<file path="src/design/hrbd_pkg.sv">
// Shared types and constants for the heart rate beat detector.
// No dependencies; imported by every module of the block.
package hrbd_pkg;

   localparam int THRESH_BITS   = 12;
   localparam int INTERVAL_BITS = 16;
   localparam int QUOT_BITS     = 23;
   localparam int CNT_BITS      = $clog2(QUOT_BITS);
   localparam int RSP_DATA_BITS = 48;
   localparam int CSR_IDX_BITS  = 2;
   localparam int CSR_DATA_BITS = 16;
   localparam int QUEUE_DEPTH   = 2;
   localparam int QPTR_BITS     = $clog2(QUEUE_DEPTH);
   localparam int QCNT_BITS     = $clog2(QUEUE_DEPTH + 1);

   localparam logic [QUOT_BITS-1:0] RATE_NUMERATOR = 23'd6000000;

   localparam logic [THRESH_BITS-1:0]   UPPER_RESET   = 12'd500;
   localparam logic [THRESH_BITS-1:0]   LOWER_RESET   = 12'd400;
   localparam logic [INTERVAL_BITS-1:0] MIN_INT_RESET = 16'd600;
   localparam logic [INTERVAL_BITS-1:0] MAX_INT_RESET = 16'd900;

   typedef enum logic [CSR_IDX_BITS-1:0] {
      CSR_UPPER_THRESHOLD = 2'd0,
      CSR_LOWER_THRESHOLD = 2'd1,
      CSR_MIN_INTERVAL    = 2'd2,
      CSR_MAX_INTERVAL    = 2'd3
   } csr_index_type;

   typedef struct packed {
      logic [THRESH_BITS-1:0]   upper_threshold;
      logic [THRESH_BITS-1:0]   lower_threshold;
      logic [INTERVAL_BITS-1:0] min_interval_ms;
      logic [INTERVAL_BITS-1:0] max_interval_ms;
   } cfg_type;

   typedef struct packed {
      logic                     beat;
      logic                     latched;
      logic                     do_div;
      logic [INTERVAL_BITS-1:0] interval;
   } cmd_type;

   typedef struct packed {
      logic                 full;
      logic                 empty;
      logic [QCNT_BITS-1:0] count;
   } queue_status_type;

   typedef enum logic [1:0] {
      BK_IDLE,
      BK_DIVIDE,
      BK_WRITE
   } back_state_type;

endpackage

</file>
<file path="src/design/hrbd_front.sv">
// Front end: threshold hysteresis, beat timing and interval clamp.
// Depends on hrbd_pkg; pushes one command per accepted sample into hrbd_queue.
module hrbd_front #(
   parameter int SAMPLE_BITS = 12,
   parameter int TIME_BITS   = 32
) (
   input  logic                   clock,
   input  logic                   reset,
   input  logic                   accept,
   input  logic [SAMPLE_BITS-1:0] sample,
   input  logic [TIME_BITS-1:0]   time_ms,
   input  hrbd_pkg::cfg_type      cfg,
   output logic                   push,
   output hrbd_pkg::cmd_type      cmd
);
   import hrbd_pkg::*;

   localparam int CMP_BITS = 16;

   logic                 latch_ff, latch_in;
   logic                 seen_ff, seen_in;
   logic [TIME_BITS-1:0] last_ff, last_in;

   logic [CMP_BITS-1:0]  sample_x;
   logic                 beat;
   logic                 latch_set;
   logic [TIME_BITS-1:0] interval;
   logic [TIME_BITS-1:0] max_x;
   logic [TIME_BITS-1:0] lo_clamp;
   logic [INTERVAL_BITS-1:0] clamped;

   always_comb begin
      sample_x  = CMP_BITS'(sample);
      beat      = (sample_x > CMP_BITS'(cfg.upper_threshold)) && !latch_ff;
      latch_set = beat || latch_ff;
      latch_in  = latch_set && !(sample_x < CMP_BITS'(cfg.lower_threshold));
      seen_in   = seen_ff || beat;
      last_in   = beat ? time_ms : last_ff;

      interval  = time_ms - last_ff;
      max_x     = TIME_BITS'(cfg.max_interval_ms);
      lo_clamp  = (interval < max_x) ? interval : max_x;
      clamped   = INTERVAL_BITS'(lo_clamp);
      if (clamped < cfg.min_interval_ms) begin
         clamped = cfg.min_interval_ms;
      end

      push         = accept;
      cmd.beat     = beat;
      cmd.latched  = latch_in;
      cmd.do_div   = beat && seen_ff && (interval != '0);
      cmd.interval = clamped;
   end

   always_ff @(posedge clock) begin
      if (reset) begin
         latch_ff <= 1'b0;
         seen_ff  <= 1'b0;
         last_ff  <= '0;
      end else if (accept) begin
         latch_ff <= latch_in;
         seen_ff  <= seen_in;
         last_ff  <= last_in;
      end
   end

endmodule

</file>
<file path="src/design/hrbd_queue.sv">
// Short command queue between the front end and the rate back end.
// Depends on hrbd_pkg for the command and status types.
module hrbd_queue (
   input  logic                       clock,
   input  logic                       reset,
   input  logic                       push,
   input  hrbd_pkg::cmd_type          push_cmd,
   input  logic                       pop,
   output hrbd_pkg::cmd_type          head,
   output hrbd_pkg::queue_status_type status
);
   import hrbd_pkg::*;

   cmd_type              mem_ff [QUEUE_DEPTH];
   logic [QPTR_BITS-1:0] wr_ptr_ff, rd_ptr_ff;
   logic [QCNT_BITS-1:0] count_ff, count_in;

   always_comb begin
      count_in = count_ff;
      if (push && !pop) begin
         count_in = count_ff + 1'b1;
      end else if (pop && !push) begin
         count_in = count_ff - 1'b1;
      end
      status.count = count_ff;
      status.full  = (count_ff == QCNT_BITS'(QUEUE_DEPTH));
      status.empty = (count_ff == '0);
      head         = mem_ff[rd_ptr_ff];
   end

   always_ff @(posedge clock) begin
      if (push) begin
         mem_ff[wr_ptr_ff] <= push_cmd;
      end
   end

   always_ff @(posedge clock) begin
      if (reset) begin
         wr_ptr_ff <= '0;
         rd_ptr_ff <= '0;
         count_ff  <= '0;
      end else begin
         count_ff <= count_in;
         if (push) begin
            wr_ptr_ff <= wr_ptr_ff + 1'b1;
         end
         if (pop) begin
            rd_ptr_ff <= rd_ptr_ff + 1'b1;
         end
      end
   end

endmodule

</file>
<file path="src/design/hrbd_back.sv">
// Back end: restoring divider for the rate and the result register.
// Depends on hrbd_pkg; drains commands from hrbd_queue.
module hrbd_back (
   input  logic                                clock,
   input  logic                                reset,
   input  hrbd_pkg::cmd_type                   head,
   input  hrbd_pkg::queue_status_type          qstat,
   output logic                                pop,
   output logic                                rsp_valid,
   input  logic                                rsp_ready,
   output logic                                rsp_beat,
   output logic                                rsp_latched,
   output logic                                rsp_updated,
   output logic [hrbd_pkg::INTERVAL_BITS-1:0]  rsp_interval,
   output logic [hrbd_pkg::QUOT_BITS-1:0]      rsp_bpm,
   output logic                                rsp_rate_valid
);
   import hrbd_pkg::*;

   back_state_type state_ff, state_in;

   cmd_type                  cmd_ff;
   logic [INTERVAL_BITS-1:0] rem_ff;
   logic [QUOT_BITS-1:0]     num_ff;
   logic [QUOT_BITS-1:0]     quo_ff;
   logic [CNT_BITS-1:0]      cnt_ff;

   logic                     valid_ff, valid_in;
   logic                     beat_ff, latched_ff, updated_ff, seen_ff;
   logic [INTERVAL_BITS-1:0] interval_ff;
   logic [QUOT_BITS-1:0]     bpm_ff;

   logic                     out_free;
   logic                     step;
   logic                     wr_plain;
   logic                     wr_rate;
   logic [INTERVAL_BITS:0]   trial;
   logic                     fits;

   assign out_free = !valid_ff || rsp_ready;
   assign trial    = {rem_ff, num_ff[QUOT_BITS-1]};
   assign fits     = trial >= {1'b0, cmd_ff.interval};

   always_comb begin
      state_in = state_ff;
      unique case (state_ff)
         BK_IDLE: begin
            if (!qstat.empty && head.do_div) begin
               state_in = (head.interval != '0) ? BK_DIVIDE : BK_WRITE;
            end
         end
         BK_DIVIDE: begin
            if (cnt_ff == '0) begin
               state_in = BK_WRITE;
            end
         end
         BK_WRITE: begin
            if (out_free) begin
               state_in = BK_IDLE;
            end
         end
         default: state_in = BK_IDLE;
      endcase
   end

   always_comb begin
      pop      = 1'b0;
      step     = 1'b0;
      wr_plain = 1'b0;
      wr_rate  = 1'b0;
      unique case (state_ff)
         BK_IDLE: begin
            pop      = !qstat.empty && (head.do_div || out_free);
            wr_plain = pop && !head.do_div;
         end
         BK_DIVIDE: step    = 1'b1;
         BK_WRITE:  wr_rate = out_free;
         default: ;
      endcase
      valid_in = valid_ff;
      if (wr_plain || wr_rate) begin
         valid_in = 1'b1;
      end else if (rsp_ready) begin
         valid_in = 1'b0;
      end
   end

   always_ff @(posedge clock) begin
      if (pop) begin
         cmd_ff <= head;
         rem_ff <= '0;
         num_ff <= RATE_NUMERATOR;
         quo_ff <= RATE_NUMERATOR;
         cnt_ff <= CNT_BITS'(QUOT_BITS - 1);
      end else if (step) begin
         rem_ff <= fits ? INTERVAL_BITS'(trial - {1'b0, cmd_ff.interval})
                        : INTERVAL_BITS'(trial);
         num_ff <= {num_ff[QUOT_BITS-2:0], 1'b0};
         quo_ff <= {quo_ff[QUOT_BITS-2:0], fits};
         cnt_ff <= cnt_ff - 1'b1;
      end
   end

   always_ff @(posedge clock) begin
      if (reset) begin
         state_ff    <= BK_IDLE;
         valid_ff    <= 1'b0;
         interval_ff <= '0;
         bpm_ff      <= '0;
         seen_ff     <= 1'b0;
      end else begin
         state_ff <= state_in;
         valid_ff <= valid_in;
         if (wr_rate) begin
            interval_ff <= cmd_ff.interval;
            bpm_ff      <= quo_ff;
            seen_ff     <= 1'b1;
         end
      end
   end

   always_ff @(posedge clock) begin
      if (wr_plain) begin
         beat_ff    <= head.beat;
         latched_ff <= head.latched;
         updated_ff <= 1'b0;
      end else if (wr_rate) begin
         beat_ff    <= cmd_ff.beat;
         latched_ff <= cmd_ff.latched;
         updated_ff <= 1'b1;
      end
   end

   assign rsp_valid      = valid_ff;
   assign rsp_beat       = beat_ff;
   assign rsp_latched    = latched_ff;
   assign rsp_updated    = updated_ff;
   assign rsp_interval   = interval_ff;
   assign rsp_bpm        = bpm_ff;
   assign rsp_rate_valid = seen_ff;

endmodule

</file>
<file path="src/design/heart_rate_beat_detector_core.sv">
// Heart rate beat detector: hysteresis beat detection and bpm x100 rate.
// Path: a sample without a new rate passes the queue and the output register;
// one with a new rate also waits for the 23-step restoring divide in the back end.
// The front end takes one sample per cycle into a 2-entry queue while it is not full;
// the back end takes no new sample while it divides, so the divider sets the rate.
// Reset (synchronous, active high) restores register defaults and clears
// latch, beat history, rate state, queue and the output valid, interval and bpm.
module heart_rate_beat_detector_core #(
   parameter  int SAMPLE_BITS   = 12,
   parameter  int TIME_BITS     = 32,
   localparam int REQ_DATA_BITS = ((SAMPLE_BITS + TIME_BITS + 7) / 8) * 8
) (
   input  logic                               clock,
   input  logic                               reset,
   // tdata: sample, time_ms
   input  logic [REQ_DATA_BITS-1:0]           req_tdata,
   input  logic                               req_tvalid,
   output logic                               req_tready,
   // tdata: beat, latched, rate_updated, interval_out_ms, bpm_x100, rate_valid
   output logic [hrbd_pkg::RSP_DATA_BITS-1:0] rsp_tdata,
   output logic                               rsp_tvalid,
   input  logic                               rsp_tready,
   input  logic                               csr_valid,
   output logic                               csr_ready,
   input  logic [hrbd_pkg::CSR_IDX_BITS-1:0]  csr_index,
   input  logic [hrbd_pkg::CSR_DATA_BITS-1:0] csr_wdata
);
   import hrbd_pkg::*;

   cfg_type          cfg_ff;
   logic             req_accept;
   logic             push;
   cmd_type          push_cmd;
   logic             pop;
   cmd_type          head;
   queue_status_type qstat;

   logic                     o_beat, o_latched, o_updated, o_seen;
   logic [INTERVAL_BITS-1:0] o_interval;
   logic [QUOT_BITS-1:0]     o_bpm;

   assign csr_ready  = 1'b1;
   assign req_tready = !qstat.full;
   assign req_accept = req_tvalid && req_tready;

   always_ff @(posedge clock) begin
      if (reset) begin
         cfg_ff.upper_threshold <= UPPER_RESET;
         cfg_ff.lower_threshold <= LOWER_RESET;
         cfg_ff.min_interval_ms <= MIN_INT_RESET;
         cfg_ff.max_interval_ms <= MAX_INT_RESET;
      end else if (csr_valid && csr_ready) begin
         unique case (csr_index_type'(csr_index))
            CSR_UPPER_THRESHOLD: cfg_ff.upper_threshold <= csr_wdata[THRESH_BITS-1:0];
            CSR_LOWER_THRESHOLD: cfg_ff.lower_threshold <= csr_wdata[THRESH_BITS-1:0];
            CSR_MIN_INTERVAL:    cfg_ff.min_interval_ms <= csr_wdata;
            CSR_MAX_INTERVAL:    cfg_ff.max_interval_ms <= csr_wdata;
            default: ;
         endcase
      end
   end

   hrbd_front #(
      .SAMPLE_BITS (SAMPLE_BITS),
      .TIME_BITS   (TIME_BITS)
   ) u_front (
      .clock   (clock),
      .reset   (reset),
      .accept  (req_accept),
      .sample  (req_tdata[SAMPLE_BITS-1:0]),
      .time_ms (req_tdata[SAMPLE_BITS +: TIME_BITS]),
      .cfg     (cfg_ff),
      .push    (push),
      .cmd     (push_cmd)
   );

   hrbd_queue u_queue (
      .clock    (clock),
      .reset    (reset),
      .push     (push),
      .push_cmd (push_cmd),
      .pop      (pop),
      .head     (head),
      .status   (qstat)
   );

   hrbd_back u_back (
      .clock          (clock),
      .reset          (reset),
      .head           (head),
      .qstat          (qstat),
      .pop            (pop),
      .rsp_valid      (rsp_tvalid),
      .rsp_ready      (rsp_tready),
      .rsp_beat       (o_beat),
      .rsp_latched    (o_latched),
      .rsp_updated    (o_updated),
      .rsp_interval   (o_interval),
      .rsp_bpm        (o_bpm),
      .rsp_rate_valid (o_seen)
   );

   assign rsp_tdata = {5'd0, o_seen, o_bpm, o_interval, o_updated, o_latched, o_beat};

   a_queue_bound : assert property (@(posedge clock) disable iff (reset)
      qstat.count <= QCNT_BITS'(QUEUE_DEPTH))
      else $error("command queue count beyond depth");

   a_no_push_when_full : assert property (@(posedge clock) disable iff (reset)
      qstat.full && !pop |=> $stable(qstat.count))
      else $error("queue count moved while full and not popped");

   a_update_has_beat : assert property (@(posedge clock) disable iff (reset)
      rsp_tvalid && o_updated |-> o_beat && o_seen)
      else $error("rate update without beat or rate valid");

   a_rate_nonzero : assert property (@(posedge clock) disable iff (reset)
      o_seen |-> o_bpm != '0)
      else $error("valid rate reads zero");

endmodule
</file>
<file path="config.mk">
export PLATFORM = sky130hd
export DESIGN_NAME = heart_rate_beat_detector_core
export DESIGN_NICKNAME = d
export VERILOG_FILES = /design/src/design/hrbd_pkg.sv /design/src/design/hrbd_front.sv /design/src/design/hrbd_queue.sv /design/src/design/hrbd_back.sv /design/src/design/heart_rate_beat_detector_core.sv
export SDC_FILE = /design/constraint.sdc
export NUM_CORES = 1
export LEC_CHECK = 0
export BUFFER_PORTS_ARGS = -buffer_cell sky130_fd_sc_hd__clkbuf_2
export CORE_ASPECT_RATIO = 0.9
export CORE_MARGIN = 2
export CORE_UTILIZATION = 55
export CTS_CLUSTER_DIAMETER = 200
export DETAILED_ROUTE_END_ITERATION = 16
export GPL_TIMING_DRIVEN = 0
export PLACE_DENSITY = 0.77
export SYNTH_ARGS = -nofsm -noshare
export SYNTH_HDL_FRONTEND = slang
export SYNTH_HIERARCHICAL = 1
export SYNTH_SLANG_ARGS = --single-unit
</file>
<file path="constraint.sdc">
create_clock -name clock -period 7.8 [get_ports clock]
set_input_delay 1.56 -clock clock [delete_from_list [all_inputs] [get_ports clock]]
set_output_delay 1.56 -clock clock [all_outputs]
set_load 0.01 [all_outputs]
</file>
## After elaboration in Yosys (flattened, before gate mapping)

Memories as Yosys holds them, arrays and structs flattened. A register that Yosys moved wholly into a read port is not among the register bits.
Index checks and enable logic that the tools add are counted.

| word-level totals | value |
|---|---|
| word-level logic and storage cells | 109 |
| RAM bits | 38 |
| flip-flop bits (word level) | 218 |
| input port bits | 71 |
| output and inout port bits | 51 |
| memories | 1 |

| cells by class | value |
|---|---|
| $lt $le $gt $ge | 5 |
| add/subtract/negate cells | 7 |
| reductions and logical operators | 38 |
| eq/ne operators | 9 |
| muxes and demuxes | 24 |

Memory list:

| memory | depth | width | read ports | clocked after Yosys merged registers in | write ports | RTL line | RTL |
|---|---|---|---|---|---|---|---|
| u_queue.mem_ff | 2 | 19 | 1 | 1 | 1 | hrbd_queue.sv:14 | `cmd_type mem_ff [QUEUE_DEPTH];` |

Operators by type and width:

| kind | number |
|---|---|
| 2-to-1 mux 16 bit | 3 |
| < comparator 32 x 16 -> 1 bit | 1 |
| nonzero test 32 bit | 1 |
| subtractor 32 bit | 1 |
| >= comparator 17 x 16 -> 1 bit | 1 |
| < comparator 16 bit | 1 |
| nonzero test 16 bit | 1 |
| subtractor 16 bit | 1 |
| 2-to-1 mux 1 bit | 14 |
| > comparator 12 bit | 1 |
| < comparator 12 bit | 1 |
| 2-to-1 mux 2 bit | 6 |
| logical AND 1 bit | 10 |
| AND reduction 2 bit | 5 |
| == test 2 bit, second input constant | 4 |
| logical NOT 1 bit | 8 |
| logical NOT 2 bit | 3 |
| inequality test 2 x 1 -> 1 bit, second input constant | 3 |
| one-hot mux 2 bit (3 select lines) | 1 |
| nonzero test 2 bit | 3 |
| logical NOT 5 bit | 1 |
| logical OR 1 bit | 5 |
| subtractor 5 x 1 -> 5 bit, second input constant | 1 |
| == test 2 x 1 -> 1 bit, second input constant | 2 |
| other kinds (4) | 5 |

## Longest topological paths before layout

Gate-level depths: netlist of the first run.

| depth | value |
|---|---|
| depth after elaboration | 8 |
| gate-level depth with buffers | 30 |
| gate-level depth less buffers | 28 |

## Modules after synthesis

Netlist of the first run, hierarchy kept.

By module, submodules not included:

| module | cells each | area each (µm²) | sequential area each (µm²) | times used |
|---|---|---|---|---|
| hrbd_back | 626 | 5,385.2 | 2,682.6 | 1 |
| hrbd_front | 652 | 5,202.5 | 680.7 | 1 |
| heart_rate_beat_detector_core | 229 | 2,358.5 | 1,121.1 | 1 |
| hrbd_queue | 81 | 1,579.0 | 1,241.2 | 1 |

## Worst setup path before layout of the first run

OpenSTA, ideal clock, no wires.

| timing | value |
|---|---|
| path kind | input to register |
| start | input port req_tdata[12] |
| end | memory u_queue/mem_ff[0][10] (netlist name) (data pin) |
| required time | 7.538 ns |
| stages | 30 |
| buffers on the path | 2 |
| arrival | 7.294 ns |
| setup time | 0.262 ns |
| setup slack | 0.245 ns |
| path through | inv_1 > ha_1 > fa_1 > nand2b_1 > a21oi_1 > o211a_1 > nor2_1 > o21ai_0 > xor2_1 > ha_1 > nand4_1 > nor2_1 > a221oi_1 > o211a_1 > nand4_4 > buf_6 > mux2_4 > ha_1 > a21o_1 > a21o_1 > a21o_1 > a21o_1 > a21o_1 > a21o_1 > a221o_1 > nand3b_1 > a31oi_1 > nor3b_4 > buf_12 > mux2_4 |

RTL lines:

| element | RTL line | RTL |
|---|---|---|
| start, declared | heart_rate_beat_detector_core.sv:16 | `input logic [REQ_DATA_BITS-1:0] req_tdata,` |
| end, declared | hrbd_queue.sv:14 |  |

==> results of run 1 <==
what timing repair did:
| item | in CTS | in global routing |
|---|---|---|
| setup buffers | 1 | 8 |
| pin swaps | 1 | 7 |
| resized for setup | 2 | 4 |
| hold buffers | 0 | 0 |
| setup endpoints to repair | 20 | 32 |
metrics by stage:
stage               area [um2]  std cells
floorplan                14540       1592
global placement         15520       2049
detailed placement       15520       2049
CTS                      16500       2102
global route             16570       2110
finish                   16570       2110
how the worst max path moves through the flow:
| stage | slack (ps) | cells past startpoint | to | from |
|---|---|---|---|---|
| 2_1_floorplan | 240 | 30 | u_queue/mem_ff[0][10] | req_tdata[12] |
| 3_3_place_gp | -560 | 31 | u_queue/mem_ff[1][8] | req_tdata[12] |
| 3_5_place_dp | -620 | 31 | u_queue/mem_ff[0][12] | req_tdata[12] |
| 4_1_cts | 40 | 31 | u_queue/mem_ff[0][12] | req_tdata[12] |
| 5_1_grt | -5 | 31 | u_queue/mem_ff[1][10] | req_tdata[12] |
| 6_report | 190 | 31 | u_queue/mem_ff[0][12] | req_tdata[12] |
power by group:
part           internal, mW  leakage (nW)  switching, mW
registers              1.63          2.17          0.143
logic                 0.735          4.54           1.05
clock network         0.800         0.467          0.556
total                  3.17          7.18           1.75
cell usage in the layout (no fill, tap or decap), drive strengths merged, types with 5 or more instances in the layout:
cell / instances
nand2: 208
dfxtp: 199
clkbuf: 195
inv: 124
a21oi: 122
nor2: 118
ha: 103
mux2i: 101
nand2b: 63
edfxtp: 58
o21ai: 53
mux2: 52
buf: 46
nand3: 41
a21o: 37
xnor2: 23
nand4: 22
o21a: 15
nor3: 13
a211oi: 13
xor2: 12
o211ai: 12
nor4: 8
nor2b: 8
a21boi: 7
and2: 7
and3: 6
conb: 6
or3: 6
nand3b: 5
nor3b: 5
clkinv: 5
a31oi: 5
worst max-delay path: cells and delay by family:
kind | cells | cell delay, ps
AOI/OAI and AO/OA | 13 | 2780
xor gates and xnor gates | 1 | 240
adders and majority gates | 4 | 1210
buffers and inverters | 4 | 520
muxes | 2 | 630
and+or+nand+nor | 7 | 940
per-layer routing:
metal / track usage, % / share of wire (%) / vias up
met3: 2.810 / 4.5 / 75
met4: 8.056 / 3.0 / 0
met1: 31.29 / 45 / 5501
met2: 42.31 / 48 / 294
li1: - / - / 5822
met5: 0 / 0 / -
state kept, by name (all words and copies together) (netlist names), named ones only:
register	count
u_back/rsp_beat	1
u_back/rsp_rate_valid	1
u_back/rsp_latched	1
u_front/last_ff	32
u_queue/count_ff	2
u_queue/mem_ff	38
u_back/rem_ff	16
u_back/rsp_interval	16
u_back/rsp_updated	1
u_back/cmd_ff	18
u_back/state_ff	2
u_back/rsp_bpm	23
u_front/seen_ff	1
u_front/latch_ff	1
u_back/cnt_ff	5
u_back/quo_ff	23
cfg_ff	56
u_queue/wr_ptr_ff	1
u_back/rsp_valid	1
u_queue/rd_ptr_ff	1
u_back/num_ff	16
final cells by class:
cell class | instances | area share (%)
Buffer | 84 | 2.801
Timing Repair Buffer | 118 | 3.700
Multi-Input combinational cell | 1131 | 47.85
Tap cell | 348 | 2.627
Inverter | 120 | 2.718
Clock inverter | 13 | 0.8381
Sequential cell | 257 | 34.55
Clock buffer | 39 | 4.915
cell families after synthesis:
family	share of synthesized area, %
flip-flops	39.42
multiplexers	11.51
AND/OR/NAND/NOR	17.44
XOR/XNOR	2.110
other	0.05170
adder cells (fa/ha/maj)	9.148
AO/OA/AOI/OAI	14.09
buffers and inverters	6.228
==> flow_summary.toml, run 1 <==
[worst_hold_path]
worstHoldPathCells = 2
min-delay-start = "u_back/num_ff[7]"
min_path_type = "register to register"
hold_end = "u_back/num_ff[7]"

[floorplan]
core_area_um2 = 25990
start_util_pct = 55.88
io_pins = 122
die_w_um = 175.3
placementRows = 56
die-area_um2 = 27730
die_h_um = 158.2

[routing]
drt-initial-drc-count = 828
wirelength_um = 33800
routed_via_density = 5.541
wl_per_cell_um = 16.02
via_count = 11692
antenna_left = 0
drtPass1Iterations = 5
route.detailed.drc = 0

[global_routing]
grt_pass1_wl_um = 55140
grtUsageTotal_pct = 24.22
grt_overflow = 0
grt_max_degree = 30
first_global_vias = 11276
antenna_found_initial = 0

[setup_path]
crit_path_end_kind = "register"
cp_slowest_stage_delay_ps = 400
timing.rr.end = "u_queue/mem_ff[0][12]"
arrival_ps = 7900
crit_slowest_cell = "fa_1"
path_common_cell = "a21o_1"
required_ps = 8090
cp_max_fo = 10
crit_type = "primary input to register"
rrSetupSlack_ps = 970
setup.worst_path.start_class = "primary input"
worst_r2r_startpoint = "u_front/last_ff[1]"
reg2reg_depth = 26

[synth]
post-synth-top-area-cell = "dfxtp_1"
synth_top_area_share_pct = 27.43
synth_edf_count = 58
synth_common_cells = "207 x nand2_1, 199 x dfxtp_1, 120 x inv_1, 118 x a21oi_1, 118 x nor2_1"
synth.area.top_cells = "dfxtp_1 27%, edfxtp_1 12%, ha_1 8.9%"
ys_seq_elements = 257
ys_async_sr_fraction_pct = 0
synth_most_common_cell = "nand2_1"
yosys_warnings = 6
ys_types = 90
syn_inst = 1588
synthFlopType = "dfxtp_1"
yosysSeqAreaShare_pct = 39.42
synth.avg_cell_area_um2 = 9.147
syn_area_um2 = 14530

[clock_tree]
path_clk_slew_ps = 60
cts_tree = "yes"
htreeDepth = 1
numCtsBuffers = 28
clockRootBuffer = "clkbuf_16"
clock-sinks = 257
cts_buffer_depth = 3
insertion_delay_ps = 550

[finish]
layout-drive-gt1-share_pct = 16.35
final_util_pct = 63.75
multi_input_area_um2 = 7930
fill_cells = 2136
final-seq-area_um2 = 5725
diodes = 0
nets = 1916
syn_to_final_growth_pct = 14.09

[status]
status = "complete, no violations"

[sta]
slew_headroom_pct = 36.67
worst_pin_slew_ps = 945.7
timing.hold.ws_ps = 442.8
finalCriticalPeriod_ps = 7612
hold_viol_final = 0
setup_violations = 0
fmax_mhz = 131.4
fin_skew_ps = 13.24
slew_violations = 0
layout_setup_ws_ps = 187.6
tns_ps = 0
fin_crit_sh_pct = 97.59

[run]
drv_cap = 0

[placement]
io_buffers = 109
routabilityCongestion = 0.9138
dp_hpwl_um = 25220
preCtsSetupSlack_ps = -622.2

[pwr]
max-vdd-ir-drop_v = 0.0001715
power_density_nw_per_um2 = 297.0
power_mw = 4.922
leakagePower_nw = 7.181
(Power assumes the default switching activity.)
==> run 2: changes to the inputs <==
--- a/config.mk
+++ b/config.mk
@@ -5,6 +5,7 @@
 export SDC_FILE = /design/constraint.sdc
 export NUM_CORES = 1
 export LEC_CHECK = 0
+export ABC_AREA = 1
 export BUFFER_PORTS_ARGS = -buffer_cell sky130_fd_sc_hd__clkbuf_2
 export CORE_ASPECT_RATIO = 0.9
 export CORE_MARGIN = 2
@@ -13,6 +14,7 @@
 export DETAILED_ROUTE_END_ITERATION = 16
 export GPL_TIMING_DRIVEN = 0
 export PLACE_DENSITY = 0.77
+export RECOVER_POWER = 25
 export SYNTH_ARGS = -nofsm -noshare
 export SYNTH_HDL_FRONTEND = slang
 export SYNTH_HIERARCHICAL = 1
==> run 2 against run 1 <==
Register-to-register slack better by 990 ps. Global-route usage rose by 2.1 points. Non-clock buffer count fell by 13. Die area is 5.5% higher. Design area grew 4.1%. Utilization fell by 0.41 points. Hold slack improved by 17 ps. Clock-buffer cell count down 8. Maximum frequency rose by 16%. Via count up 21%. Combinational power grew 27%. Area after synthesis is 5.6% higher.
==> flow_summary.toml, run 2 <==
[finish]
final-seq-area_um2 = 5725
final_cells = 2735
mostFrequentLayoutCells = "647 x nand2_1, 395 x inv_1, 199 x dfxtp_1"
syn_to_final_growth_pct = 12.46
multi_input_area_um2 = 7572
nets = 2535
reg_top3 = "cfg_ff x56, u_queue/mem_ff x38, u_front/last_ff x32"
largest_register_ffs = 56
final_cell_area_um2 = 17260
fill_cells = 2500
top_register = "cfg_ff"
final_util_pct = 63.34
layout_commonest_cell = "nand2_1"
layout-drive-gt1-share_pct = 10.04

[synth]
synth_top_family_by_area = "simple AND/OR/NAND/NOR gates"
synth_compound_area_share_pct = 9.972
syn_inst = 2216
synth.area.top_cells = "dfxtp_1 26%, nand2_1 16%, edfxtp_1 11%"
synth_most_common_cell = "nand2_1"
synthFlopType = "dfxtp_1"
synth_common_cells = "647 x nand2_1, 394 x inv_1, 199 x dfxtp_1, 169 x nor2_1, 146 x a21oi_1"
ys_types = 48
ys_seq_elements = 257
synth_edf_count = 58
synth.avg_cell_area_um2 = 6.925
yosys_warnings = 6
post-synth-top-area-cell = "dfxtp_1"
synth-simple-area-share_pct = 28.05
synthMuxAreaShare_pct = 1.639
synth_top_area_share_pct = 25.96
syn_area_um2 = 15340
ys_async_sr_fraction_pct = 0
yosysSeqAreaShare_pct = 37.31
yosys.area_share.adder_pct = 8.659
synthXorXnorAreaFrac_pct = 1.256

[setup_path]
arrival_ps = 6970
crit_type = "primary input to register"
reg2reg_depth = 26
required_ps = 8200
path_depth = 26
crit_path_end_kind = "register"
crit_buf_inv = 5
crit_family = "compound AO/OA/AOI/OAI gates"
rrSetupSlack_ps = 1960
cp_slowest_stage_delay_ps = 380
cp_max_fo = 10
setup.worst_path.start_class = "primary input"
crit_slowest_cell = "xor2_1"

[floorplan]
die-area_um2 = 29250
placementRows = 57
die_h_um = 162.5
io_pins = 122
die_w_um = 180.1
start_util_pct = 56.32
core_area_um2 = 27240

[pwr]
power_density_nw_per_um2 = 319.3
p_clk_share_pct = 25.6
switching_share_pct = 39.73
max-vdd-ir-drop_v = 0.0001774
p_seq_share_pct = 33.2
power_mw = 5.510
combPwrFrac_pct = 41.3
leakagePower_nw = 9.058
switchingPower_mw = 2.189
internal_power_mw = 3.321

[global_routing]
grt_max_degree = 30
first_global_vias = 12916
grtUsageTotal_pct = 26.36
grt_pass1_wl_um = 63790
grt_overflow = 0
antenna_found_initial = 0

[placement]
preCtsSetupSlack_ps = 797.2
io_buffers = 109
routabilityCongestion = 0.9730
dp_hpwl_um = 30270
placed_cell_area_um2 = 16370
post-place-cells = 2684

[worst_hold_path]
worstHoldPathCells = 2
min_path_type = "register to register"

[sta]
tns_ps = 0
setup_violations = 0
slew_violations = 0
finalCriticalPeriod_ps = 6567
timing.hold.ws_ps = 459.3
fmax_mhz = 152.3
layout_setup_ws_ps = 1233
fin_crit_sh_pct = 84.19
rsz0062_at_grt = "no"
hold_viol_final = 0
worst_pin_slew_ps = 1315
slew_headroom_pct = 11.69
fin_skew_ps = 18.01

[routing]
antenna_left = 0
route.detailed.drc = 0
wl_met3_um = 2382
drt-initial-drc-count = 1058
routed-wl-met2_um = 17610
wirelength_um = 39160
via_count = 14140
met1_length_um = 18280
wl_per_cell_um = 14.32
drtPass1Iterations = 6
routed.top_layer = "met4"
routed_via_density = 5.170

[clock_tree]
insertion_delay_ps = 550
clockRootBuffer = "clkbuf_16"
path_clk_slew_ps = 60
htreeDepth = 1
cts_tree = "yes"
numCtsBuffers = 27
clock-sinks = 257
post_cts_buffers = 0
cts_hold_repair.buffers = 0
cts_buffer_depth = 3
cts-resized-gates = 0

[run]
drv_cap = 0

[status]
status = "complete, no violations"
[run 2: changes by cell type in the layout (fill, tap and decap cells not counted), sizes merged, moves of 24 or more]
| cell | delta |
|---|---|
| nand2 | +447 |
| a21oi | +24 |
| inv | +291 |
| nor2 | +63 |
| nand3 | +93 |
| a21o | -33 |
| mux2 | -33 |
| mux2i | -101 |
| o21ai | +64 |
| nand2b | -63 |
[run 2: cells by family (layout without fill, tap and decap cells)]
logic type	Yosys count	after routing
AO/OA/AOI/OAI	291	291
flip-flops	257	257
AND/OR/NAND/NOR	1028	1028
XOR/XNOR	22	22
adder cells (fa/ha/maj)	105	105
buffers and inverters	492	652
other	2	7
multiplexers	19	19
[run 2: layout make-up]
cell class	instances	area share (%)
Antenna cell	1	0.01450
Tap cell	354	2.567
Clock inverter	19	1.653
Sequential cell	257	33.18
Multi-Input combinational cell	1471	43.88
Timing Repair Buffer	110	3.241
Clock buffer	31	4.010
Inverter	413	8.983
Buffer	79	2.472
[run 2: layer usage]
layer | up-vias | track usage [%]
li1 | 7228 | -
met1 | 6388 | 37.01
met2 | 463 | 43.85
met3 | 61 | 2.639
met4 | 0 | 6.708
met5 | - | 0
[run 2: worst paths after layout]
kind,start,endpoint
worst max register to register,u_front/last_ff[8],u_queue/mem_ff[1][9]
worst min-delay path,u_front/last_ff[12],u_front/last_ff[12]
worst max-delay path,req_tdata[20],u_queue/mem_ff[1][9]
worst min register to register,u_front/last_ff[12],u_front/last_ff[12]
[run 2: tightest hold or removal path, cell delays in order (launching register included)]
cell and delay, ps:
dfxtp_1 300, inv_1 60, a21oi_1 50
[run 2: power by group through the flow]
stage               Clock [mW]  Sequential [mW]  Combinational, mW
finish                    1.41             1.83               2.27
global route              1.48             1.86               2.56
CTS                       1.44             1.83               2.29
detailed placement           0             1.85               2.27
global placement             0             1.84               2.22
floorplan                    0             1.83               1.69
==> run 3: changes to the inputs <==
--- a/config.mk
+++ b/config.mk
@@ -9,11 +9,11 @@
 export BUFFER_PORTS_ARGS = -buffer_cell sky130_fd_sc_hd__clkbuf_2
 export CORE_ASPECT_RATIO = 0.9
 export CORE_MARGIN = 2
-export CORE_UTILIZATION = 55
+export CORE_UTILIZATION = 61
 export CTS_CLUSTER_DIAMETER = 200
 export DETAILED_ROUTE_END_ITERATION = 16
 export GPL_TIMING_DRIVEN = 0
-export PLACE_DENSITY = 0.77
+export PLACE_DENSITY = 0.81
 export RECOVER_POWER = 25
 export SYNTH_ARGS = -nofsm -noshare
 export SYNTH_HDL_FRONTEND = slang
==> constraint.sdc (replaced) <==
create_clock -name clock -period 6.8 [get_ports clock]
set_input_delay 1.36 -clock clock [delete_from_list [all_inputs] [get_ports clock]]
set_output_delay 1.36 -clock clock [all_outputs]
set_load 0.01 [all_outputs]
==> run 3 against run 2 <==
Clock skew is 5.2 ps lower. First-iteration DRC count shrank 1.0%. Combinational power up 15%. Non-clock buffer count fell by 1. Clock power up 16%. Total power up 15%. Critical path depth is 1 higher. Critical path type unchanged. Critical endpoint is now u_queue/mem_ff[1][6].
==> flow_summary.toml, run 3 (synthesis gave the netlist of run 2 again) <==
[status]
status = "complete, no violations"

[placement]
preCtsSetupSlack_ps = 59.65
io_buffers = 109
dp_hpwl_um = 29450
routabilityCongestion = 0.9611

[routing]
route.detailed.drc = 0
wl_per_cell_um = 14.23
via_count = 14182
wirelength_um = 38730
drtPass1Iterations = 6
antenna_left = 0
routed_via_density = 5.210
drt-initial-drc-count = 1047

[setup_path]
setup.worst_path.start_class = "primary input"
reg2reg_depth = 26
cp_max_fo = 10
required_ps = 7200
rrSetupSlack_ps = 1000
crit_type = "primary input to register"
crit_path_end_kind = "register"
arrival_ps = 6770
timing.rr.end = "u_queue/mem_ff[1][6]"
worst_r2r_startpoint = "u_front/last_ff[5]"
critPathLaunch = "req_tdata[12]"

[sta]
fmax_mhz = 156.9
slew_headroom_pct = 13.14
fin_skew_ps = 12.80
layout_setup_ws_ps = 424.5
hold_viol_final = 0
slew_violations = 0
fin_crit_sh_pct = 93.76
worst_pin_slew_ps = 1293
setup_violations = 0
tns_ps = 0
rsz0062_at_grt = "no"
finalCriticalPeriod_ps = 6376

[finish]
nets = 2535
layout-drive-gt1-share_pct = 9.958
diodes = 0
largest_register_ffs = 56
layout_commonest_cell = "nand2_1"
top_register = "cfg_ff"
mostFrequentLayoutCells = "647 x nand2_1, 395 x inv_1, 199 x dfxtp_1"
syn_to_final_growth_pct = 12.52
reg_top3 = "cfg_ff x56, u_queue/mem_ff x38, u_front/last_ff x32"

[clock_tree]
cts_buffer_depth = 3
path_clk_slew_ps = 60
cts_hold_repair.buffers = 0
cts-resized-gates = 0
numCtsBuffers = 28
clock-sinks = 257
post_cts_buffers = 0
htreeDepth = 1
clockRootBuffer = "clkbuf_16"
cts_tree = "yes"
insertion_delay_ps = 550

[floorplan]
die_w_um = 171.2
die-area_um2 = 26440
die_h_um = 154.5
start_util_pct = 61.60
core_area_um2 = 24910
placementRows = 55
io_pins = 122

[worst_hold_path]
min_path_type = "register to register"
hold_end = "u_front/last_ff[9]"
min-delay-start = "u_front/last_ff[9]"
worstHoldPathCells = 2

[global_routing]
grt_overflow = 0
antenna_found_initial = 0
first_global_vias = 13008
grtUsageTotal_pct = 28.91
grt_pass1_wl_um = 62220
grt_max_degree = 30

[pwr]
internal_power_mw = 3.843
leakagePower_nw = 9.084
switching_share_pct = 39.45
switchingPower_mw = 2.503
combPwrFrac_pct = 41.2
power_density_nw_per_um2 = 367.6
max-vdd-ir-drop_v = 0.0002353
p_clk_share_pct = 25.7
p_seq_share_pct = 33.1

[run]
drv_cap = 0
==> run 3: changes by cell type in the layout (fill, tap and decap cells not counted), sizes merged <==
cell | before | now
buf | 41 | 39
bufinv | 6 | 3
clkinvlp | 4 | 0
inv | 415 | 411
clkinv | 7 | 8
diode | 1 | 0
clkbuf | 179 | 191
==> run 3: power by group through the flow <==
stage / Clock, mW / Combinational [mW] / Sequential, mW
2_1_floorplan: 0 / 1.94 / 2.10
3_3_place_gp: 0 / 2.52 / 2.11
3_5_place_dp: 0 / 2.60 / 2.13
4_1_cts: 1.66 / 2.63 / 2.10
5_1_grt: 1.72 / 2.95 / 2.13
6_report: 1.63 / 2.61 / 2.10
==> run 3: per-stage QoR <==
stage / cell area (um2) / hold slack [ps] / total power [mW] / cells / utilization, %
after detailed placement: 16340 / 443.5 / 4.728 / 2671 / 65.58
after global routing: 17270 / 473.9 / 6.799 / 2722 / 69.31
after floorplan: 15360 / 424.3 / 4.038 / 2220 / -
after CTS: 17350 / 459.1 / 6.383 / 2722 / 69.65
final: 17270 / 456.1 / 6.346 / 2722 / 69.31
after global placement: 16330 / 438.4 / 4.632 / 2671 / 65.57
==> run 3: cell type report <==
type / instances / area, um2
plain buffers: 79 / 429.2
multi-input cells: 1471 / 7575
inverters: 413 / 1550
well taps: 342 / 427.9
clock inverters: 9 / 135.1
repair buffers: 109 / 544.3
fillers: 2185 / 7646
flip-flops and latches: 257 / 5725
clock buffers: 42 / 878.3
==> run 3: how the worst max path moves through the flow <==
stage,to,depth (start not counted)
CTS,u_queue/mem_ff[1][6],27
finish,u_queue/mem_ff[1][6],27
detailed placement,u_queue/mem_ff[1][5],27
global route,u_queue/mem_ff[1][5],27
floorplan,u_queue/mem_ff[0][10],26
global placement,u_queue/mem_ff[0][5],27
==> run 3: worst max-delay path, stage by stage <==
cell and delay (ps):
clkbuf_2 70, inv_1 70, ha_1 230, fa_1 410, inv_1 120, nand3_1 100, nand3_1 180, xor2_1 410
ha_1 320, nand2_1 90, nor2_1 50, a211oi_1 220, o221ai_1 140, a21oi_1 300, nand3_2 190, inv_1 190
clkbuf_1 320, o21ai_0 240, ha_1 350, a21oi_1 140, nor2_1 50, a211oi_1 190, o221a_2 210, buf_2 210
clkbuf_1 340, nand3_1 130, nand2_1 130
==> run 3: per-layer routing <==
| layer | GRT usage (%) | share of wire, % | up-vias |
|---|---|---|---|
| met5 | 0 | 0 | - |
| met4 | 7.829 | 2.6 | 0 |
| met3 | 3.838 | 5.8 | 74 |
| met2 | 48.89 | 46 | 436 |
| met1 | 38.95 | 45 | 6434 |
| li1 | - | - | 7238 |
